[src/hdl/nps_pkg.sv]
// nps_pkg: shared types, constants and helpers for the nearest point search block
// depends on nothing; every other file but nps_ram refers to it by scoped names
package nps_pkg;

    // largest number of entries that an 8-bit entry index can reach
    localparam int MAX_ENTRIES = 256;

    // default table depth and depth of the queue between front and back
    localparam int TABLE_DEPTH_DEF = 256;
    localparam int QUEUE_DEPTH_DEF = 2;

    // payload widths
    localparam int COORD_W = 16;
    localparam int INDEX_W = 8;
    localparam int DIFF_W  = COORD_W + 1;
    localparam int SQ_W    = 2 * COORD_W;
    localparam int SUM_W   = SQ_W + 2;
    localparam int DIST_W  = 36;

    // kind of work that the back end carries out
    typedef enum logic [0:0] {
        KIND_WRITE = 1'b0,
        KIND_QUERY = 1'b1
    } kind_t;

    // input opcodes
    localparam logic OP_WRITE = 1'b0;
    localparam logic OP_QUERY = 1'b1;

    // back end sequencer
    typedef enum logic [1:0] {
        BK_IDLE   = 2'd0,
        BK_SCAN   = 2'd1,
        BK_DRAIN  = 2'd2,
        BK_FINISH = 2'd3
    } back_state_t;

    // classified item passed through the queue
    typedef struct packed {
        kind_t                      kind;
        logic [INDEX_W-1:0]         index;
        logic                       used;
        logic signed [COORD_W-1:0]  x;
        logic signed [COORD_W-1:0]  y;
        logic signed [COORD_W-1:0]  z;
    } cmd_t;

    // entries actually reachable by a write
    function automatic int eff_depth(input int depth);
        return (depth < MAX_ENTRIES) ? depth : MAX_ENTRIES;
    endfunction

endpackage

[src/hdl/nps_queue.sv]
// nps_queue: short fifo of classified items between front and back
// depends on nps_pkg
module nps_queue #(
    parameter int DEPTH = nps_pkg::QUEUE_DEPTH_DEF
) (
    input  logic            clk,
    input  logic            rst_n,
    input  logic            enq_valid,
    input  nps_pkg::cmd_t   enq_item,
    output logic            enq_ready,
    output logic            deq_valid,
    output nps_pkg::cmd_t   deq_item,
    input  logic            deq_ready
);

    localparam int PW = (DEPTH > 1) ? $clog2(DEPTH) : 1;
    localparam int CW = $clog2(DEPTH + 1);

    nps_pkg::cmd_t  mem_reg [DEPTH];
    logic [PW-1:0]  wr_ptr_reg, wr_ptr_next;
    logic [PW-1:0]  rd_ptr_reg, rd_ptr_next;
    logic [CW-1:0]  count_reg, count_next;
    logic           push;
    logic           pop;

    assign enq_ready = (count_reg != CW'(DEPTH));
    assign deq_valid = (count_reg != '0);
    assign deq_item  = mem_reg[rd_ptr_reg];
    assign push      = enq_valid && enq_ready;
    assign pop       = deq_ready && deq_valid;

    // pointer and fill count update
    always_comb
    begin
        wr_ptr_next = wr_ptr_reg;
        rd_ptr_next = rd_ptr_reg;
        count_next  = count_reg;
        if (push)
        begin
            wr_ptr_next = (wr_ptr_reg == PW'(DEPTH - 1)) ? '0 : wr_ptr_reg + 1'b1;
        end
        if (pop)
        begin
            rd_ptr_next = (rd_ptr_reg == PW'(DEPTH - 1)) ? '0 : rd_ptr_reg + 1'b1;
        end
        if (push && !pop)
        begin
            count_next = count_reg + 1'b1;
        end
        else if (pop && !push)
        begin
            count_next = count_reg - 1'b1;
        end
    end

    always_ff @(posedge clk or negedge rst_n)
    begin
        if (!rst_n)
        begin
            wr_ptr_reg <= '0;
            rd_ptr_reg <= '0;
            count_reg  <= '0;
        end
        else
        begin
            wr_ptr_reg <= wr_ptr_next;
            rd_ptr_reg <= rd_ptr_next;
            count_reg  <= count_next;
        end
    end

    // storage
    always_ff @(posedge clk)
    begin
        if (push)
        begin
            mem_reg[wr_ptr_reg] <= enq_item;
        end
    end

endmodule

[config.mk]
export PLATFORM = sky130hd
export DESIGN_NAME = nps_queue
export DESIGN_NICKNAME = d
export VERILOG_FILES = /design/src/hdl/nps_pkg.sv /design/src/hdl/nps_queue.sv
export SDC_FILE = /design/constraint.sdc
export NUM_CORES = 1
export LEC_CHECK = 0
export BUFFER_PORTS_ARGS = -buffer_cell sky130_fd_sc_hd__buf_2
export CAP_MARGIN = 15
export CORE_MARGIN = 4
export CORE_UTILIZATION = 24
export DETAILED_ROUTE_END_ITERATION = 10
export PLACE_DENSITY_LB_ADDON = 0.12
export SLEW_MARGIN = 0
export SYNTH_ARGS = -nofsm -noshare
export SYNTH_HDL_FRONTEND = slang
export SYNTH_SLANG_ARGS = --single-unit
export TNS_END_PERCENT = 20
[constraint.sdc]
create_clock -name clk -period 4.21 [get_ports clk]
set_clock_uncertainty 0.1 [all_clocks]
set_input_delay 0.842 -clock clk [delete_from_list [all_inputs] [get_ports clk]]
set_output_delay 0.842 -clock clk [all_outputs]
set_load 0.02 [all_outputs]
* Yosys cells after proc, flatten, opt, wreduce, memory -nomap -nowiden
Memories as Yosys holds them, arrays and structs flattened.
Index checks and enable logic that the tools add are counted.
** Word-level totals
- Register bits :: 4
- Latch bits :: 0
- ROM bits :: 0
- Output and inout bits :: 60
- Memories kept :: 1
- RAM bits :: 116
** Cells by class
- Reductions and logical operators :: 8
- Shift-type cells :: 0
- Equal/unequal tests :: 1
- $lt $le $gt $ge :: 0
- $add $sub $neg :: 4
- Multipliers :: 0
- Divide/modulo/power cells :: 0
- Bitwise gates (word level) :: 0
- Muxes and demuxes :: 6
** Memory list
- mem_reg :: depth 2, width 58, read ports 1, clocked after memory_dff 0, wr ports 1, line nps_queue.sv:19 : nps_pkg::cmd_t mem_reg [DEPTH];
** Operator list (number)
- logical AND 1 bit :: 4
- 2-to-1 mux 1 bit :: 4
- 2-to-1 mux 2 bit :: 2
- nonzero test 2 bit :: 2
- adder 1 bit, second input constant :: 2
- adder 2 x 1 -> 2 bit, second input constant :: 1
- logical NOT 1 bit :: 2
- != test 2 bit, second input constant :: 1
- subtractor 2 x 1 -> 2 bit, second input constant :: 1

* Longest topological paths before layout
Gate-level depths: netlist of run 1.
- Depth in word-level cells :: 6
- Gate-level depth with buffers :: 7

* Worst setup path before layout of run 1
Ideal clock, no wire load.
- Kind :: in2reg
- Start point :: in enq_valid
- End point :: mem mem_reg[0][0] (netlist bit) (enable)
- Arrival :: 3367 ps
- Cell stages on the path :: 2
- Slack :: 269 ps
- Path buffers :: 0
- Cells stage by stage :: nand2_1 -> nor2_1
** Between the ends
- Word-level cells in the longest chain between the ends :: 3
** RTL lines
- start, declared :: line nps_queue.sv:8 : input logic enq_valid,
- logical AND 1 bit :: line nps_queue.sv:29 : assign push = enq_valid && enq_ready;
- 2-to-1 mux 1 bit :: line nps_queue.sv:75 : if (push)
- 2-to-1 mux 1 bit (not written as such) :: line nps_queue.sv:77 : mem_reg[wr_ptr_reg] <= enq_item;
- end, declared :: line nps_queue.sv:19
No other way between the ends.

==> impl_summary.md, run 1 <==
Run status
The flow ran to the end, and the final reports show no timing, DRC or antenna violations.

Worst setup path
Data arrives at the worst endpoint at 2070 ps. The setup slack on the worst flop-to-flop path is 2030 ps. Of all nets on the critical path, the largest fanout is 35.

The worst endpoint required time is 3270 ps. The kind of capture point of the worst setup path is an output pin. The critical path is of the reg2out type. The slowest stage of the critical path is the dfrtp_2 cell. The largest stage delay on the critical path is 790 ps. The signal on the critical path passes through buf_12, mux2_2, buf_2. The startpoint class of the critical path is a register.

Route
For this block, the via count after detailed routing is 2263. Once detail routing completed, the nets flagged for antenna violations numbered 0. The routed length per placed instance is 15.8 microns.

The first-pass iteration count of the detailed router is 4. The aggregate routed wire length is 9.12 mm. In the routed design, unresolved DRC markers number 0. The first routing iteration left 64 violations.

After detailed routing, the number of vias per cell comes to 3.91.

STA
The actual transition at the worst max-transition pin is 922 ps. Measured against its own limit, the worst slew margin works out to 0.384. Of the available clock period, the critical path in the final layout requires 0.716. Setup violations remaining at the end of the flow were counted as 0. The count of final hold-check violations is 0. The final total negative setup slack is 0 ps. The timing-limited maximum frequency is 332 MHz. Setup repair after global routing left no endpoint under its margin. The count of pins over their slew limit is 0. After layout, the minimum clock period comes to 3020 ps.

Power
The maximum VDD drop is 0.338 mV. The cell-internal power is 0.00318 W. The cell leakage power is 2.24 nW. The power per standard cell area is 769 nW/um^2.

The clock network fraction of total power is 0.320. The net switching power of the design is 0.00139 W. The net switching fraction of the power is 0.304. Of the total power, registers draw 0.384. Of the total power, combinational logic draws 0.296.

Place
The congestion estimate from routability-driven global placement came to 0.626. Port buffering added 121 buffers. The wire-length estimate of the detail-placed layout is 5.83 mm. The placed cell area is 5340 sq um.

Global routing
After global routing the overflow that remains totals 0. The number of antenna violations at the first check in global routing came to 0. The wire length of the first global-routing pass is 13.7 mm. The maximum number of pins on one net before global-route repair is 36. The all-layer global routing usage is 0.0919.

The via count of the first global-routing pass is 2518.

Clock network
The clock buffer count from CTS is 17. The number of sinks on the clock net is 120. The post-CTS clock slew at the launch and capture registers of the worst setup and hold paths is 50 ps. TritonCTS built the clock tree.

The number of setup buffers added after CTS is 0. The number of gates resized after CTS is 0. The cts-stage hold buffer count is 0. The cell sitting at the root of the clock tree is a clkbuf_16. Counting along the longest clock path gives a buffer depth of 2. The insertion delay to the later sink of the worst-skew pair is 400 ps. The clock tree synthesis step divided the H-tree into 4 levels.

Layout
Measured on the finished design, the core utilization comes to 0.329. The number of flip-flops under the largest register name is 116. The number of nets in the final layout is 399. Counting the fill cells in the layout gives 1800.

Once layout is done, the placed cells without fillers occupy 5930 sq um. Relative to the synthesized area, the layout overhead comes to 34.1%. Of the cells placed in the final design, the portion with a size suffix greater than 1 is 0.605.

Min path
The worst min-delay path class is in2async.

Synthesis
edfxtp_1 is the most common cell in the netlist. Each instance of the synthesized netlist takes up on average 22.2 sq um. Sorting the synthesized cells by how often they occur yields edfxtp_1 (116), mux2_2 (48), mux2_4 (10). During synthesis, Yosys emitted a total of 0 warnings. By area the synthesized netlist is led by edfxtp_1 (79%), mux2_2 (12%), mux2_4 (3.4%), dfrtp_1 (2.3%), xnor2_1 (0.59%). Counting flops with a built-in enable in the synthesized netlist gives 116. Counting flops and latches in the post-synthesis netlist gives 120. Of all cell types, the one taking the most synthesized area is edfxtp_1. The area share of the largest cell type after synthesis is 0.787. Summing every instance area after synthesis gives 4430 sq um. The post-synthesis cell count is 199. In this run, distinct cell masters in the synthesized netlist total 16.

The most used flip-flop cell after synthesis is edfxtp_1. Counting every net in the synthesized netlist gives 262. The share of the Yosys chip area taken by registers is 0.810. The share of async-settable or async-resettable flops after synthesis is 0.0333.

Floorplan
The area inside the core boundary is 18000 sq um. The die footprint is 20700 sq um. For this configuration, the core starts out at a cell density of 0.246.

The die is 144 microns wide. The die is 144 microns tall. The number of standard-cell rows in the floorplan is 49.

The number of top-level pins is 122.

Job
Across the run, the number of max-cap violations was 0.
-- area by class of cell --
cell class | count | area (sq um) | share of cell area
Antenna cell | 1 | 2.50 | 0.000422
Multi-Input combinational cell | 71 | 790 | 0.133
Inverter | 1 | 3.75 | 0.000633
Tap cell | 229 | 287 | 0.0483
Clock inverter | 12 | 156 | 0.0264
Timing Repair Buffer | 125 | 673 | 0.113
Clock buffer | 20 | 437 | 0.0736
Sequential cell | 120 | 3580 | 0.604
-- per-stage QoR --
| stage | std cells | total power, W | setup slack [ps] | hold WS, ps |
|---|---|---|---|---|
| floorplan | 199 | 0.00272 | 269 | 356 |
| global placement | 546 | 0.00318 | 1540 | 384 |
| detailed placement | 546 | 0.00319 | 1540 | 381 |
| CTS | 578 | 0.00467 | 1100 | 117 |
| global route | 578 | 0.00482 | 1040 | 118 |
| finish | 579 | 0.00456 | 1190 | 141 |
-- worst max-delay path, delay by kind of cell, from the launching register on --
kind                   cells  cell delay [ps]
DFF                        1              790
buffers and inverters      2              490
muxes                      1              380
-- cells in the final DEF (no fill, tap or decap), drive strengths merged, types with 3 or more instances in the layout --
cell type  count
clkbuf        20
xnor2          3
dfrtp          4
clkinv         7
mux2          58
edfxtp       116
buf          125
bufinv         4
-- final timing paths --
check,from,to,depth (start not counted)
worst max-delay path,rd_ptr_reg,deq_item[7],3
worst min-delay path,rst_n,wr_ptr_reg,1
worst max register to register,count_reg[0],mem_reg[0][30],4
worst min register to register,count_reg[1],count_reg[1],1
max in group asynchronous,rst_n,rd_ptr_reg,1
min in group clk,count_reg[1],count_reg[1],1
-- power by group through the flow --
| stage | Sequential, W | Combinational (W) | Clock (W) |
|---|---|---|---|
| 6_report | 0.00175 | 0.00135 | 0.00146 |
| 5_1_grt | 0.00178 | 0.00147 | 0.00157 |
| 4_1_cts | 0.00176 | 0.00141 | 0.00151 |
| 3_5_place_dp | 0.00178 | 0.00140 | 0 |
| 3_3_place_gp | 0.00178 | 0.00140 | 0 |
| 2_1_floorplan | 0.00172 | 0.000993 | 0 |
-- cell families (layout without fill, tap and decap cells) --
family | after synthesis | after routing | share of synthesized area
and+or+nand+nor | 7 | 7 | 0.00764
muxes | 58 | 58 | 0.156
xor gates and xnor gates | 5 | 5 | 0.00990
other | 0 | 1 | 0
DFF | 120 | 120 | 0.810
buffers and inverters | 8 | 158 | 0.0139
adders and majority gates | 1 | 1 | 0.00283
-- layer usage --
layer	global-route usage	share of wire
met3	0.0406	0.077
met4	0.0446	0.018
met5	0	0
met2	0.143	0.47
met1	0.109	0.43
No activity file was read; power rests on OpenSTA's default activity.
==> inputs of run 2 (changes only) <==
- ABC_AREA: default -> 1
- clock period: 4.21 -> 2.95 ns (I/O delays scaled with it)
==> run 2 against run 1 <==
- power increased by 45%
- sequential share of layout area increased by 0.18 points
- global-route usage increased by 0.79 points
- count of clock-buffer cells in the layout decreased by 3
- non-clock buffer count increased by 3
- via count increased by 21%
- register-to-register slack got worse by 960 ps
- critical path depth increased by 1
- synthesized cell count increased by 67%
- critical path type unchanged
- critical endpoint is now deq_item[44]
- highest routed layer unchanged
==> impl_summary.md, run 2 <==
Worst setup path
The largest fanout on the critical path was 59 (was 35). The arrival time at the worst endpoint is 1800 ps (was 2070 ps). The setup slack on the worst flop-to-flop path is 1070 ps (was 2030 ps). The source of the worst register-to-register timing path is count_reg[0] (unchanged). The largest stage delay on the critical path is 570 ps (was 790 ps). The worst path buffer plus inverter count is 2 (unchanged).

The critical path class is reg2out (unchanged). The worst endpoint required time is 2260 ps (was 3270 ps). The endpoint of the most critical register-to-register path was mem_reg[1][44] (was mem_reg[0][30]).

The number of cells on the worst reg-to-reg path was 5 (was 4). The kind of capture point of the worst setup path is an output pin (unchanged). The dominant delay contributor by cell family on the critical path is buffers and inverters (was flip-flops).

The standard cell with the maximum stage delay on the critical path is buf_4 (was dfrtp_2). Cell breakdown of the critical path: buf_4, nand2_1, nand2_1, buf_2 (was buf_12, mux2_2, buf_2). By instance count, the cell type seen most on the critical path is nand2_1. The startpoint class of the critical path is a register (unchanged).

Synthesis
The cell with the most instances after synthesis is nand2_1 (was edfxtp_1). Top post-synthesis cells by area: edfxtp_1 (78%), nand2_1 (16%), dfrtp_1 (2.3%), buf_2 (0.90%), buf_6 (0.76%) (was edfxtp_1 (79%), mux2_2 (12%), mux2_4 (3.4%), dfrtp_1 (2.3%), xnor2_1 (0.59%)). The post-synthesis cell count is 332 (was 199).

The net count of the mapped netlist is 395 (was 262). The proportion of synthesized chip area in sequential cells is 0.807 (was 0.810). The mean area per synthesized cell came to 13.4 sq um (was 22.2 sq um). The synthesized flop and latch total is 120 (unchanged). The leading area contributor after synthesis is edfxtp_1 (unchanged). The cell area after technology mapping is 4440 sq um (was 4430 sq um). The share of async-settable or async-resettable flops after synthesis was 0.0333 (unchanged). The most common flop cell mapped by yosys is edfxtp_1 (unchanged). The number of distinct library cells after synthesis is 14 (was 16). The area share of the largest cell type after synthesis is 0.784 (was 0.787).

The number of flops mapped to enable cells by yosys is 116 (unchanged). The yosys synthesis warning count is 0 (unchanged). Cell types with the highest counts after synthesis: nand2_1 (184), edfxtp_1 (116), buf_2 (8) (was edfxtp_1 (116), mux2_2 (48), mux2_4 (10)).

Layout
The fill cell total of the finished layout was 1814 (was 1800). The number of inserted diodes was 0 (was 1). The number of nets in the final layout came to 529 (was 399).

The number of flip-flops under the largest register name is 116 (unchanged). The signed area change from the synthesized netlist to the final layout is 33.1% (was 34.1%). The utilization after layout is 0.327 (was 0.329).

Most frequent cells in the layout: nand2_1 (184), buf_2 (121), edfxtp_1 (116), clkbuf_16 (17), inv_1 (6) (was buf_2 (121), edfxtp_1 (116), mux2_2 (48), clkbuf_16 (17), mux2_4 (10)). The commonest non-fill, non-tap cell in the layout is nand2_1 (was buf_2). The share of layout cells above drive strength 1 is 0.336 (was 0.605). The summed area of non-filler cells in the final layout is 5920 sq um (was 5930 sq um).

Global routing
The all-layer global routing usage came to 0.0998 (was 0.0919). The maximum number of pins on one net before global-route repair is 60 (was 36). The residual overflow from global routing is 0 (unchanged).

The number of antenna violations at the first check in global routing was 0 (unchanged). The wire length of the first global-routing pass was 15.1 mm (was 13.7 mm). The via count of the first global-routing pass is 2903 (was 2518).

Floorplan
The area inside the core boundary was 18100 sq um (was 18000 sq um). The die footprint came to 20800 sq um (was 20700 sq um). The number of standard-cell rows in the floorplan was 49 (unchanged). The starting density of the core is 0.246 (about the same). The overall die height is 144 microns (about the same).

The overall die width came to 144 microns (about the same). The number of top-level pins was 122 (unchanged).

Job
The max capacitance violation total is 0 (unchanged).

Min path
The number of instances on the worst hold path is 1. The worst hold path terminates at mem_reg[0][51]. The worst min-delay path class is in2reg (was in2async). The worst hold path begins at enq_item[51].

Power
The maximum VDD drop was 0.366 mV (was 0.338 mV). The part of the total power dissipated in sequential elements is 0.367 (was 0.384). The total power consumption of the routed design is 0.00661 W (was 0.00456 W). The cell-internal power was 0.00424 W (was 0.00318 W). The net switching fraction of the power is 0.358 (was 0.304). The power share of the combinational group is 0.326 (was 0.296). The clock network fraction of total power came to 0.307 (was 0.320). The power per standard cell area is 1120 nW/um^2 (was 769 nW/um^2). The cell leakage power is 2.52 nW (was 2.24 nW). The net switching power of the design is 0.00237 W (was 0.00139 W).

STA
The number of endpoints failing setup at the final stage is 0 (unchanged). The count of final hold-check violations came to 0 (unchanged). The worst hold slack after final layout came to 264 ps (was 141 ps). Based on the critical path, the design can be clocked at up to 402 MHz.

The time the worst path needs with I/O delays and setup is 2490 ps. Setup repair after global routing missed its margin: no (unchanged). The count of pins over their slew limit is 0 (unchanged). The post-route clock period utilization is 0.843. The worst relative slew slack was 0.532 (was 0.384). The actual transition at the worst max-transition pin was 702 ps (was 922 ps).

Clock network
The number of sinks on the clock net came to 120 (unchanged). The clock buffer count from CTS is 17 (unchanged). The number of setup buffers added after CTS is 0 (unchanged). The CTS tree is done (unchanged). The insertion delay to the later sink of the worst-skew pair came to 400 ps (about the same). The post-CTS clock slew at the launch and capture registers of the worst setup and hold paths is 60 ps (was 50 ps). The maximum buffer depth of the clock tree is 2 (unchanged).

The maximum level of the CTS H-tree is 4 (unchanged). The number of gates resized after CTS is 0 (unchanged). The buffer cell driving the clock tree root is clkbuf_16 (unchanged).

Place
The final estimated routing congestion in global placement is 0.645 (was 0.626). The placed cell area is 5320 sq um (was 5340 sq um). The sum of net half-perimeters after detailed placement is 6.08 mm (was 5.83 mm). The number of buffers inserted by port buffering is 121 (unchanged).

Route
The detailed-route vias per instance is 3.88 (was 3.91). The number of violations reported at the end of detailed-routing iteration 0 is 92 (was 64). The residual DRC count came to 0 (unchanged). The remaining antenna violation count after routing came to 0 (unchanged). The aggregate routed wire length is 9.91 mm (was 9.12 mm). The total via count after detailed routing is 2747 (was 2263). The first-pass iteration count of the detailed router is 4 (unchanged). The routed length per placed instance is 14.0 microns (was 15.8 microns).

Run status
Run status: finished clean (unchanged).
-- run 2: power groups by stage --
| stage | combinational, W | clock (W) | sequential [W] |
|---|---|---|---|
| floorplan | 0.00143 | 0 | 0.00247 |
| global placement | 0.00224 | 0 | 0.00246 |
| detailed placement | 0.00224 | 0 | 0.00247 |
| CTS | 0.00224 | 0.00209 | 0.00243 |
| global route | 0.00242 | 0.00217 | 0.00246 |
| finish | 0.00215 | 0.00203 | 0.00243 |
-- run 2: final cells by class --
cell class / instances / area, sq um / area share
well taps: 229 / 287 / 0.0484
inverters: 7 / 26.3 / 0.00444
clock buffers: 17 / 425 / 0.0719
repair buffers: 128 / 673 / 0.114
flip-flops and latches: 120 / 3580 / 0.606
multi-input cells: 192 / 759 / 0.128
clock inverters: 15 / 160 / 0.0271
-- run 2: cell families (layout without fill, tap and decap cells) --
group | Yosys count | after routing | share of synthesized area
DFF | 120 | 120 | 0.807
xor gates and xnor gates | 2 | 2 | 0.00394
buffers and inverters | 20 | 167 | 0.0259
and+or+nand+nor | 189 | 189 | 0.161
adders and majority gates | 1 | 1 | 0.00282
-- run 2: metrics by stage --
step	cells	setup WS, ps	setup TNS (ps)
after floorplan	332	-818	-94880
after global placement	675	820	0
after detailed placement	675	846	0
after CTS	708	389	0
after global routing	708	315	0
final	708	463	0
-- run 2: worst max path at each step --
stage                         end  cells after the start          from
global route         deq_item[29]                      5    rd_ptr_reg
detailed placement   deq_item[44]                      4    rd_ptr_reg
global placement     deq_item[44]                      4    rd_ptr_reg
CTS                  deq_item[44]                      4    rd_ptr_reg
floorplan           mem_reg[0][0]                      4  count_reg[0]
finish               deq_item[44]                      4    rd_ptr_reg
-- run 2: routing by layer --
metal,up-vias,wire length (microns),GRT usage
met5,-,0,0
met4,0,164,0.0520
met3,8,717,0.0400
met2,93,4790,0.163
met1,1266,4240,0.112
li1,1380,-,-
-- run 2: what timing repair did --
action	in CTS	in global routing
hold buffers	1	0
setup endpoints to repair	0	0
hold endpoints to repair	4	0
